[src/rtl/blm_pkg.sv]
// Package: types, register indexes, reset values and codes of the battery level monitor
package blm_pkg;

  localparam int unsigned FRACTION_BITS_DEF = 8;

  localparam int unsigned CFG_IDX_W  = 3;
  localparam int unsigned CFG_DATA_W = 16;

  localparam logic [CFG_IDX_W-1:0] CFG_CRITICAL = 3'd0;
  localparam logic [CFG_IDX_W-1:0] CFG_LOW      = 3'd1;
  localparam logic [CFG_IDX_W-1:0] CFG_HYST     = 3'd2;
  localparam logic [CFG_IDX_W-1:0] CFG_WEIGHT   = 3'd3;
  localparam logic [CFG_IDX_W-1:0] CFG_FLOOR    = 3'd4;

  localparam logic [15:0] CRITICAL_RST = 16'd3300;
  localparam logic [15:0] LOW_RST      = 16'd3500;
  localparam logic [11:0] HYST_RST     = 12'd50;
  localparam logic [8:0]  WEIGHT_RST   = 9'd230;
  localparam logic [15:0] FLOOR_RST    = 16'd2500;

  localparam logic [8:0] WEIGHT_FULL = 9'd256;

  typedef enum logic [1:0] {
    LVL_NORMAL   = 2'd0,
    LVL_LOW      = 2'd1,
    LVL_CRITICAL = 2'd2
  } lvl_t;

  localparam logic [1:0] EV_NONE    = 2'd0;
  localparam logic [1:0] EV_PRESENT = 2'd1;
  localparam logic [1:0] EV_REMOVED = 2'd2;

endpackage

[src/rtl/battery_level_monitor.sv]
// Battery level monitor: three-stage pipeline with smoothing filter and level machine
// One word is accepted per cycle while in_ready is high; each word passes through the
// input register, the smoothed-voltage register and the result register. The smoothing
// filter closes its loop through a single 10 x (17+FRACTION_BITS) bit multiply-add on
// the smoothed-voltage register, and the level machine closes its loop through the
// level register one stage later. Stalls are absorbed stage by stage, so bubbles are
// filled while a finished result waits. Configuration writes are registered; the
// user must make them only while the pipeline holds no words; the block does not enforce it.
module battery_level_monitor
  import blm_pkg::*;
#(
  parameter int unsigned FRACTION_BITS = FRACTION_BITS_DEF
) (
  input  logic                  clk,
  input  logic                  rst_n,
  input  logic                  cfg_we,
  input  logic [CFG_IDX_W-1:0]  cfg_index,
  input  logic [CFG_DATA_W-1:0] cfg_wdata,
  input  logic                  in_valid,
  output logic                  in_ready,
  input  logic [15:0]           in_sample_mv,
  input  logic                  in_charging,
  input  logic                  in_battery_present,
  output logic                  out_valid,
  input  logic                  out_ready,
  output logic [15:0]           out_smoothed_mv,
  output logic [1:0]            out_level,
  output logic                  out_level_changed,
  output logic [1:0]            out_prior_level,
  output logic                  out_ready_flag,
  output logic [1:0]            out_presence_event
);

  localparam int unsigned SW = 16 + FRACTION_BITS;
  localparam int unsigned PW = SW + 11;

  logic [15:0] crit_r, low_r, floor_r;
  logic [11:0] hyst_r;
  logic [8:0]  weight_r;

  always_ff @(posedge clk) begin
    if (!rst_n) begin
      crit_r   <= CRITICAL_RST;
      low_r    <= LOW_RST;
      hyst_r   <= HYST_RST;
      weight_r <= WEIGHT_RST;
      floor_r  <= FLOOR_RST;
    end else if (cfg_we) begin
      unique case (cfg_index)
        CFG_CRITICAL: crit_r   <= cfg_wdata;
        CFG_LOW:      low_r    <= cfg_wdata;
        CFG_HYST:     hyst_r   <= cfg_wdata[11:0];
        CFG_WEIGHT:   weight_r <= cfg_wdata[8:0];
        CFG_FLOOR:    floor_r  <= cfg_wdata;
        default: ;
      endcase
    end
  end

  // Stage handshake
  logic s1_v_r, s2_v_r, out_v_r;
  logic adv1, adv2, adv3;

  assign adv3     = !out_v_r || out_ready;
  assign adv2     = !s2_v_r || adv3;
  assign adv1     = !s1_v_r || adv2;
  assign in_ready = adv1;

  // Input register
  logic [15:0] s1_sample_r;
  logic        s1_chg_r, s1_pres_r;

  always_ff @(posedge clk) begin
    if (!rst_n) begin
      s1_v_r <= 1'b0;
    end else if (adv1) begin
      s1_v_r <= in_valid;
    end
  end

  always_ff @(posedge clk) begin
    if (adv1 && in_valid) begin
      s1_sample_r <= in_sample_mv;
      s1_chg_r    <= in_charging;
      s1_pres_r   <= in_battery_present;
    end
  end

  // Smoothing filter: new = scaled + floor(w * (old - scaled) / 256), or scaled if old < floor
  logic [SW-1:0]        sm_r, sm_nxt, scaled, floor_sc;
  logic [8:0]           w_sat;
  logic signed [SW:0]   diff;
  logic signed [PW-1:0] prod, sum;
  logic                 s2_chg_r, s2_pres_r;

  always_comb begin
    scaled   = SW'(s1_sample_r) << FRACTION_BITS;
    floor_sc = SW'(floor_r) << FRACTION_BITS;
    w_sat    = (weight_r > WEIGHT_FULL) ? WEIGHT_FULL : weight_r;
    diff     = $signed({1'b0, sm_r}) - $signed({1'b0, scaled});
    prod     = $signed({1'b0, w_sat}) * diff;
    sum      = $signed({{11{1'b0}}, scaled}) + (prod >>> 8);
    sm_nxt   = (sm_r < floor_sc) ? scaled : sum[SW-1:0];
  end

  always_ff @(posedge clk) begin
    if (!rst_n) begin
      s2_v_r <= 1'b0;
      sm_r   <= '0;
    end else if (adv2) begin
      s2_v_r <= s1_v_r;
      if (s1_v_r) begin
        sm_r <= sm_nxt;
      end
    end
  end

  always_ff @(posedge clk) begin
    if (adv2 && s1_v_r) begin
      s2_chg_r  <= s1_chg_r;
      s2_pres_r <= s1_pres_r;
    end
  end

  // Level machine
  lvl_t               lvl_r, lvl_nxt;
  logic [15:0]        v;
  logic signed [17:0] v_s, crit_lo, crit_hi, low_lo, low_hi;
  logic               lvl_en;

  assign lvl_en = adv3 && s2_v_r;

  always_comb begin
    v       = sm_r[SW-1:FRACTION_BITS];
    v_s     = $signed({2'b00, v});
    crit_lo = $signed({2'b00, crit_r}) - $signed({6'b0, hyst_r});
    crit_hi = $signed({2'b00, crit_r}) + $signed({6'b0, hyst_r});
    low_lo  = $signed({2'b00, low_r}) - $signed({6'b0, hyst_r});
    low_hi  = $signed({2'b00, low_r}) + $signed({6'b0, hyst_r});
    lvl_nxt = lvl_r;
    if (s2_chg_r) begin
      lvl_nxt = LVL_NORMAL;
    end else begin
      unique case (lvl_r)
        LVL_NORMAL: begin
          if (v_s < crit_lo)     lvl_nxt = LVL_CRITICAL;
          else if (v_s < low_lo) lvl_nxt = LVL_LOW;
        end
        LVL_LOW: begin
          if (v_s > low_hi)       lvl_nxt = LVL_NORMAL;
          else if (v_s < crit_lo) lvl_nxt = LVL_CRITICAL;
        end
        LVL_CRITICAL: begin
          if (v_s > low_hi)       lvl_nxt = LVL_NORMAL;
          else if (v_s > crit_hi) lvl_nxt = LVL_LOW;
        end
        default: lvl_nxt = lvl_r;
      endcase
    end
  end

  always_ff @(posedge clk) begin
    if (!rst_n) begin
      lvl_r <= LVL_NORMAL;
    end else if (lvl_en) begin
      lvl_r <= lvl_nxt;
    end
  end

  // Result register
  logic        rdy_r, changed_r;
  logic [1:0]  prior_r, event_r, event_nxt;
  logic [15:0] out_sm_r;

  always_comb begin
    event_nxt = EV_NONE;
    if (!rdy_r && s2_pres_r)      event_nxt = EV_PRESENT;
    else if (rdy_r && !s2_pres_r) event_nxt = EV_REMOVED;
  end

  always_ff @(posedge clk) begin
    if (!rst_n) begin
      out_v_r <= 1'b0;
      rdy_r   <= 1'b0;
    end else if (adv3) begin
      out_v_r <= s2_v_r;
      if (s2_v_r) begin
        rdy_r <= s2_pres_r;
      end
    end
  end

  always_ff @(posedge clk) begin
    if (lvl_en) begin
      prior_r   <= lvl_r;
      changed_r <= (lvl_nxt != lvl_r);
      out_sm_r  <= v;
      event_r   <= event_nxt;
    end
  end

  assign out_valid          = out_v_r;
  assign out_smoothed_mv    = out_sm_r;
  assign out_level          = lvl_r;
  assign out_level_changed  = changed_r;
  assign out_prior_level    = prior_r;
  assign out_ready_flag     = rdy_r;
  assign out_presence_event = event_r;

endmodule

[config.mk]
export PLATFORM = sky130hd
export DESIGN_NAME = battery_level_monitor
export DESIGN_NICKNAME = d
export VERILOG_FILES = /design/src/rtl/blm_pkg.sv /design/src/rtl/battery_level_monitor.sv
export SDC_FILE = /design/constraint.sdc
export NUM_CORES = 1
export LEC_CHECK = 0
export ABC_AREA = 1
export ABC_CLOCK_PERIOD_IN_PS = 10500
export BUFFER_PORTS_ARGS = -buffer_cell sky130_fd_sc_hd__buf_4
export CAP_MARGIN = 10
export CORE_AREA = 4 4 187 189
export CTS_BUF_LIST = sky130_fd_sc_hd__clkbuf_4 sky130_fd_sc_hd__clkbuf_8
export DETAILED_ROUTE_END_ITERATION = 8
export DIE_AREA = 0 0 191 193
export PLACE_DENSITY = 0.79
export SLEW_MARGIN = 20
export SYNTH_ARGS = -nofsm -noshare
export SYNTH_HDL_FRONTEND = slang
export SYNTH_SLANG_ARGS = --single-unit
export TNS_END_PERCENT = 50
[constraint.sdc]
create_clock -name clk -period 10.5 [get_ports clk]
set_input_delay 0.525 -clock clk [delete_from_list [all_inputs] [get_ports clk]]
set_output_delay 0.525 -clock clk [all_outputs]
set_load 0.02 [all_outputs]
==> results.py, run 1 <==
metrics = {
    "timing": {
        "skew_ns": 0.0425,
        "period_minus_slack_ns": 9.43,
        "setup_viol": 0,
        "slew_headroom_pct": 36.6,
        "rsz0062_at_grt": "no",
        "hold_viol": 0,
        "worst_slew_pin_slew_ns": 0.950,
        "slew_violations": 0,
        "clock.fmax_mhz": 106,
        "min_period_over_period_pct": 89.9,
        "setup-tns-final_ns": 0,
    },
    "die": {
        "dieWidth_microns": 191,
        "dieHeight_microns": 193,
        "io_pins": 68,
        "num_rows": 67,
        "dieArea_sq_um": 36900,
        "core_area_sq_um": 33300,
        "start_util_pct": 54.6,
    },
    "logic_synthesis": {
        "synth_flop_cell": "dfxtp_1",
        "yosysSeqAreaShare_pct": 17.7,
        "synth_area_sq_um": 18200,
        "ys_async_sr_fraction_pct": 0,
        "syn_inst": 2416,
        "ys_seq_elements": 140,
        "yosysWarnings": 0,
        "ys_types": 56,
        "synth_edf_count": 41,
        "syn_area_per_cell_sq_um": 7.53,
        "synth_fp_nets": 2861,
    },
    "drt": {
        "wl_per_cell_microns": 18.1,
        "wl_microns": 52700,
        "via_per_inst": 5.57,
        "ant_nets": 0,
        "first_iter_violations": 1288,
        "vias": 16200,
        "drc": 0,
        "dr.pass1.iters": 6,
    },
    "placed_design": {
        "hpwl_microns": 43200,
        "portBuffers": 67,
        "gp_congestion": 0.974,
    },
    "cts": {
        "cts_tree": "yes",
        "numCtsBuffers": 17,
        "clkTransAtPathRegs_ns": 0.12,
        "clock_sinks": 140,
        "cts_buffer_depth": 2,
        "ctsHtreeMaxLevel": 4,
        "hold_buffers": 0,
        "clk_latency_ns": 0.50,
        "cts_resized": 0,
        "root_buffer": "clkbuf_8",
        "cts_setup_buffers": 0,
    },
    "flow_run": {
        "maxCapViolations": 0,
    },
    "critical_path": {
        "start_kind": "flop",
        "crit_slowest_cell": "dfxtp_1",
        "cp.arrival_ns": 9.82,
        "critPathMaxFanout": 20,
        "cp_slowest_stage_delay_ns": 0.71,
        "worstSetupPathType": "reg -> reg",
        "worstPathRequired_ns": 10.88,
        "endpoint_kind": "flop",
    },
    "layout": {
        "final_cell_mix": "510 x nand2_1, 460 x inv_1, 225 x ha_1",
        "area_growth_pct": 6.89,
        "layout_commonest_cell": "nand2_1",
        "drive_above_1_share_pct": 5.93,
        "fill_cells": 3089,
        "fin_nets": 2897,
    },
    "global_route": {
        "grt_pass1_wl_microns": 85200,
        "grt_pass1_vias": 16700,
        "grt_max_degree": 69,
        "grt_overflow": 0,
        "antenna_found_initial": 1,
        "grt_usage_pct": 29.2,
    },
    "run_status": {
        "status": "finished clean",
    },
    "min_path": {
        "hp-class": "in -> reg",
    },
}
[cells in the mapped netlist, types with 41 or more instances]
| master | count | area share (%) |
|---|---|---|
| nand3_1 | 72 | 2.0 |
| clkbuf_1 | 46 | 0.95 |
| o21ai_0 | 99 | 2.7 |
| fa_1 | 178 | 20 |
| xor2_1 | 80 | 3.9 |
| nor2_1 | 200 | 4.1 |
| inv_1 | 460 | 9.5 |
| a21oi_1 | 185 | 5.1 |
| edfxtp_1 | 41 | 6.8 |
| ha_1 | 225 | 15 |
| nand2_1 | 510 | 11 |
| dfxtp_1 | 99 | 11 |
[per-stage QoR]
stage	std cells	utilization (%)	setup slack (ns)	area [sq um]	hold slack, ns
after floorplan	2416	-	2.86	18200	0.400
after global placement	2881	57.3	1.38	19100	0.405
after detailed placement	2881	57.3	1.26	19100	0.407
after CTS	2912	58.4	1.19	19400	0.185
after global routing	2912	58.4	0.468	19400	0.195
final	2913	58.4	1.07	19400	0.215
[path summary, 6_finish.rpt]
check | from | cells past startpoint | slack [ns] | to
setup / recovery | weight_r[8]$_SDFFE_PN0P_ | 35 | 1.07 | sm_r[20]$_SDFFE_PN0P_
hold / removal | in_battery_present | 1 | 0.22 | s1_pres_r$_DFFE_PP_
setup reg to reg | weight_r[8]$_SDFFE_PN0P_ | 35 | 1.07 | sm_r[20]$_SDFFE_PN0P_
hold reg to reg | s1_pres_r$_DFFE_PP_ | 0 | 0.43 | s2_pres_r$_DFFE_PP_
[layout make-up]
cell class | count | area (sq um) | share of cell area (%)
clock buffer | 20 | 263 | 1.35
inverter | 472 | 1770 | 9.11
antenna | 1 | 2.50 | 0.0129
multi-input combinational | 1742 | 12900 | 66.6
clock inverter | 11 | 96.3 | 0.496
timing repair buffer | 79 | 593 | 3.05
sequential | 140 | 3210 | 16.5
tap | 448 | 561 | 2.88
[metal layers]
| metal | vias to the layer above | part of all wire (%) | GRT usage [%] |
|---|---|---|---|
| li1 | 7679 | - | - |
| met1 | 7804 | 42 | 37.2 |
| met2 | 615 | 49 | 51.8 |
| met3 | 126 | 6.2 | 3.76 |
| met4 | 0 | 3.0 | 9.50 |
| met5 | - | 0 | 0 |
[worst max-delay path: cells and delay by family, from the launching register on]
| family | cells | cell delay (ns) |
|---|---|---|
| flops | 1 | 0.71 |
| simple gates | 10 | 1.64 |
| compound gates | 10 | 2.08 |
| fa+ha+maj | 8 | 3.48 |
| buf+inv | 6 | 1.20 |
| xor+xnor | 1 | 0.19 |
[cell families (layout without fill, tap and decap cells)]
| kind of cell | Yosys count | after routing | synth area share, % |
|---|---|---|---|
| fa+ha+maj | 403 | 403 | 35.1 |
| compound gates | 390 | 390 | 12.2 |
| other cells | 0 | 1 | 0 |
| flops | 140 | 140 | 17.7 |
| simple gates | 849 | 849 | 19.1 |
| xor+xnor | 100 | 100 | 4.82 |
| buf+inv | 534 | 582 | 11.2 |
[sequential cells by signal, indices dropped and copies added (netlist names), 9 cells and up]
signal,flops
out_smoothed_mv,16
hyst_r,12
weight_r,9
crit_r,16
sm_r,24
floor_r,16
s1_sample_r,16
low_r,16
Power of run 1 is left out: the tool's default activity adds up to more than one toggle a clock period on the data nets, which glitch-free logic cannot reach.
==> run 2: changes to the inputs <==
--- a/config.mk
+++ b/config.mk
@@ -9,11 +9,11 @@
 export ABC_CLOCK_PERIOD_IN_PS = 10500
 export BUFFER_PORTS_ARGS = -buffer_cell sky130_fd_sc_hd__buf_4
 export CAP_MARGIN = 10
-export CORE_AREA = 4 4 187 189
-export CTS_BUF_LIST = sky130_fd_sc_hd__clkbuf_4 sky130_fd_sc_hd__clkbuf_8
+export CORE_AREA = 4 4 180 182
+export CTS_BUF_LIST = sky130_fd_sc_hd__clkbuf_8
 export DETAILED_ROUTE_END_ITERATION = 8
-export DIE_AREA = 0 0 191 193
-export PLACE_DENSITY = 0.79
+export DIE_AREA = 0 0 184 186
+export PLACE_DENSITY = 0.84
 export SLEW_MARGIN = 20
 export SYNTH_ARGS = -nofsm -noshare
 export SYNTH_HDL_FRONTEND = slang
==> results.py, run 2 (synthesized netlist as in run 1, its figures left out) <==
metrics = {
    "timing": {
        "clock.fmax_mhz": 112,
        "rsz0062_at_grt": "no",
        "period_minus_slack_ns": 8.92,
        "hold_viol": 0,
        "setup_viol": 0,
        "min_period_over_period_pct": 84.9,
        "slew_headroom_pct": 32.0,
        "worst_slew_pin_slew_ns": 1.01,
        "skew_ns": 0.0267,
        "setup-tns-final_ns": 0,
        "slew_violations": 0,
    },
    "critical_path": {
        "cp_slowest_stage_delay_ns": 0.65,
        "endpoint_kind": "flop",
        "start_kind": "flop",
        "critPathMaxFanout": 7,
        "cp.arrival_ns": 9.31,
        "crit_buf_inv": 11,
        "worstPathRequired_ns": 10.89,
        "worstSetupPathType": "reg -> reg",
        "crit_slowest_cell": "xnor2_1",
        "critPathTopFamily": "adder cells",
    },
    "layout": {
        "fill_cells": 2638,
        "final_cell_mix": "510 x nand2_1, 463 x inv_1, 225 x ha_1",
        "area_growth_pct": 6.43,
        "diodes": 0,
        "layout_commonest_cell": "nand2_1",
        "largest_reg_flops": 24,
        "drive_above_1_share_pct": 5.73,
        "fin_nets": 2894,
        "top_register": "sm_r",
    },
    "cts": {
        "clk_latency_ns": 0.50,
        "cts_setup_buffers": 0,
        "cts_tree": "yes",
        "clock_sinks": 140,
        "ctsHtreeMaxLevel": 4,
        "clkTransAtPathRegs_ns": 0.09,
        "hold_buffers": 0,
        "cts_resized": 0,
        "cts_buffer_depth": 2,
        "root_buffer": "clkbuf_8",
        "numCtsBuffers": 17,
    },
    "die": {
        "core_area_sq_um": 30600,
        "dieArea_sq_um": 34200,
        "dieWidth_microns": 184,
        "start_util_pct": 59.5,
        "io_pins": 68,
        "dieHeight_microns": 186,
        "num_rows": 64,
    },
    "global_route": {
        "grt_pass1_wl_microns": 83000,
        "grt_usage_pct": 30.6,
        "grt_pass1_vias": 16500,
        "grt_overflow": 0,
        "grt_max_degree": 71,
        "antenna_found_initial": 0,
    },
    "drt": {
        "wl_microns": 51400,
        "ant_nets": 0,
        "first_iter_violations": 1450,
        "drc": 0,
        "wl_per_cell_microns": 18.0,
        "vias": 16200,
        "dr.pass1.iters": 7,
        "via_per_inst": 5.65,
    },
    "min_path": {
        "hp-class": "in -> reg",
    },
    "placed_design": {
        "gp_congestion": 1.01,
        "hpwl_microns": 42100,
        "portBuffers": 67,
    },
    "run_status": {
        "status": "finished clean",
    },
    "flow_run": {
        "maxCapViolations": 0,
    },
}
## run 2: cell count changes in the layout (fill, tap and decap cells not counted)
cell | before | now
buf_4 | 79 | 76
clkbuf_4 | 2 | 0
clkbuf_8 | 18 | 19
inv_4 | 2 | 0
inv_1 | 460 | 463
diode_2 | 1 | 0
clkinv_4 | 2 | 3
## run 2: area by class of cell
type | instances | area (sq um) | share of cell area (%)
clock buffers | 19 | 262 | 1.35
multi-input cells | 1742 | 12900 | 66.9
inverters | 472 | 1770 | 9.15
repair buffers | 76 | 571 | 2.95
clock inverters | 13 | 104 | 0.537
flip-flops and latches | 140 | 3210 | 16.6
well taps | 396 | 495 | 2.56
## run 2: metal layers
metal / GRT usage, % / routed length, microns / vias to the layer above / part of all wire, %
met1: 38.4 / 20600 / 7610 / 40
met2: 52.8 / 24600 / 718 / 48
met3: 4.85 / 4110 / 156 / 8.0
met4: 12.6 / 2090 / 0 / 4.1
li1: - / - / 7671 / -
met5: 0 / 0 / - / 0
## run 2: worst paths after layout
kind | from | endpoint | slack [ns] | cells past startpoint
max | sm_r[8]$_SDFFE_PN0P_ | sm_r[23]$_SDFFE_PN0P_ | 1.58 | 48
min | in_sample_mv[3] | s1_sample_r[3]$_DFFE_PP_ | 0.21 | 1
max reg2reg | sm_r[8]$_SDFFE_PN0P_ | sm_r[23]$_SDFFE_PN0P_ | 1.58 | 48
min reg2reg | s1_chg_r$_DFFE_PP_ | s2_chg_r$_DFFE_PP_ | 0.42 | 0
## run 2: through the flow
stage / std cells / util, % / hold slack, ns / setup slack, ns / area, sq um
after floorplan: 2416 / - / 0.400 / 2.86 / 18200
after global routing: 2858 / 63.3 / 0.192 / 0.927 / 19400
after detailed placement: 2826 / 62.1 / 0.405 / 1.74 / 19000
after CTS: 2858 / 63.3 / 0.181 / 1.67 / 19400
after global placement: 2826 / 62.1 / 0.404 / 1.77 / 19000
final: 2858 / 63.3 / 0.211 / 1.58 / 19400
Power of run 2 is left out for the same reason.
==> run 3: changes to the inputs <==
--- a/config.mk
+++ b/config.mk
@@ -6,14 +6,14 @@
 export NUM_CORES = 1
 export LEC_CHECK = 0
 export ABC_AREA = 1
-export ABC_CLOCK_PERIOD_IN_PS = 10500
+export ABC_CLOCK_PERIOD_IN_PS = 8100
 export BUFFER_PORTS_ARGS = -buffer_cell sky130_fd_sc_hd__buf_4
 export CAP_MARGIN = 10
 export CORE_AREA = 4 4 180 182
 export CTS_BUF_LIST = sky130_fd_sc_hd__clkbuf_8
 export DETAILED_ROUTE_END_ITERATION = 8
 export DIE_AREA = 0 0 184 186
-export PLACE_DENSITY = 0.84
+export PLACE_DENSITY = 0.87
 export SLEW_MARGIN = 20
 export SYNTH_ARGS = -nofsm -noshare
 export SYNTH_HDL_FRONTEND = slang
==> constraint.sdc (replaced) <==
create_clock -name clk -period 8.1 [get_ports clk]
set_input_delay 0.405 -clock clk [delete_from_list [all_inputs] [get_ports clk]]
set_output_delay 0.405 -clock clk [all_outputs]
set_load 0.02 [all_outputs]
==> results.py, run 3 (synthesized netlist as in run 1, its figures left out) <==
metrics = {
    "global_route": {
        "grt_pass1_vias": 16900,
        "grt_pass1_wl_microns": 84400,
        "grt_usage_pct": 30.9,
        "antenna_found_initial": 0,
        "grt_max_degree": 44,
        "grt_overflow": 0,
    },
    "critical_path": {
        "crit_start": "s1_sample_r[5]$_DFFE_PP_",
        "worstSetupPathType": "reg -> reg",
        "cp_slowest_stage_delay_ns": 0.55,
        "start_kind": "flop",
        "cp.arrival_ns": 8.34,
        "crit_slowest_cell": "fa_1",
        "worstPathRequired_ns": 8.48,
        "critPathMaxFanout": 6,
        "r2r_slack_ns": 0.14,
        "critPathMostFrequentCell": "nand2_1",
        "reg2reg_depth": 46,
        "endpoint_kind": "flop",
        "worstSetupEndpoint": "sm_r[23]$_SDFFE_PN0P_",
        "worst_r2r_endpoint": "sm_r[23]$_SDFFE_PN0P_",
        "reg2reg_from": "s1_sample_r[5]$_DFFE_PP_",
    },
    "timing": {
        "min_period_over_period_pct": 98.3,
        "clock.fmax_mhz": 126,
        "hold_viol": 0,
        "period_minus_slack_ns": 7.96,
        "slew_violations": 0,
        "hold_ws_ns": 0.103,
        "worst_slew_pin_slew_ns": 0.978,
        "skew_ns": 0.0115,
        "rsz0062_at_grt": "yes",
        "setup_viol": 0,
        "setup_ws_ns": 0.136,
        "slew_headroom_pct": 34.6,
    },
    "layout": {
        "final_cell_mix": "492 x nand2_1, 453 x inv_1, 204 x ha_1",
        "drive_above_1_share_pct": 13.6,
        "area_growth_pct": 14.2,
        "utilization_pct": 67.9,
        "finalInstanceArea_sq_um": 20800,
        "largest_reg_flops": 24,
        "top_register": "sm_r",
        "fin_nets": 3002,
        "layout_commonest_cell": "nand2_1",
        "diodes": 0,
    },
    "drt": {
        "wl_microns": 53900,
        "vias": 16900,
        "via_per_inst": 5.71,
        "ant_nets": 0,
        "first_iter_violations": 1290,
        "wl_per_cell_microns": 18.2,
        "drc": 0,
        "dr.pass1.iters": 5,
    },
    "placed_design": {
        "gp_congestion": 0.987,
        "portBuffers": 67,
        "hpwl_microns": 43000,
        "pre_cts_ws_ns": -0.0107,
        "place_area_sq_um": 19600,
    },
    "die": {
        "dieWidth_microns": 184,
        "start_util_pct": 59.5,
        "dieArea_sq_um": 34200,
        "dieHeight_microns": 186,
        "core_area_sq_um": 30600,
        "num_rows": 64,
        "io_pins": 68,
    },
    "run_status": {
        "status": "finished clean",
    },
    "cts": {
        "root_buffer": "clkbuf_8",
        "numCtsBuffers": 17,
        "cts_buffer_depth": 2,
        "clock_sinks": 140,
        "clkTransAtPathRegs_ns": 0.09,
        "cts_tree": "yes",
        "clk_latency_ns": 0.48,
        "ctsHtreeMaxLevel": 4,
    },
    "flow_run": {
        "maxCapViolations": 0,
    },
    "min_path": {
        "hp-class": "in -> reg",
    },
}
-- run 3: worst max-delay path: cells and delay by family (launching register included) --
family / cells / cell delay [ns]
compound gates: 8 / 1.33
xor+xnor: 1 / 0.17
fa+ha+maj: 8 / 3.37
buf+inv: 9 / 0.59
flops: 1 / 0.43
simple gates: 20 / 1.95
-- run 3: layout make-up --
type	instances	area [sq um]
Multi-Input combinational cell	1742	13400
Fill cell	2488	9820
Sequential cell	140	3210
Inverter	472	1780
Timing Repair Buffer	184	1410
Tap cell	396	495
Clock buffer	17	234
Clock inverter	15	199
-- run 3: per-layer routing --
| metal | GRT usage, % | share of wire, % | routed length [microns] |
|---|---|---|---|
| met5 | 0 | 0 | 0 |
| met4 | 12.2 | 4.8 | 2580 |
| met3 | 6.08 | 8.4 | 4520 |
| met2 | 53.5 | 48 | 26000 |
| met1 | 38.1 | 39 | 20800 |
-- run 3: worst min-delay path by stage --
stage,slack (ns),start,cells past startpoint,end
detailed placement,0.41,s1_chg_r$_DFFE_PP_,0,s2_chg_r$_DFFE_PP_
finish,0.10,in_charging,1,s1_chg_r$_DFFE_PP_
global route,0.08,in_charging,1,s1_chg_r$_DFFE_PP_
global placement,0.41,s1_pres_r$_DFFE_PP_,0,s2_pres_r$_DFFE_PP_
floorplan,0.40,s1_chg_r$_DFFE_PP_,0,s2_chg_r$_DFFE_PP_
CTS,0.08,in_charging,1,s1_chg_r$_DFFE_PP_
-- run 3: timing repair --
item                                    CTS  global route
buffers inserted                          0            26
endpoints found under the setup margin    1             9
pin swaps                                 0            51
gates resized for setup                   1           116
hold buffers                              0             0
-- run 3: metrics by stage --
step	TNS, ns	std cells
after floorplan	0	2416
after global placement	0	2908
after detailed placement	-0.0107	2908
after CTS	0	2940
after global routing	-1.02	2966
final	0	2966
Power of run 3 is left out for the same reason.
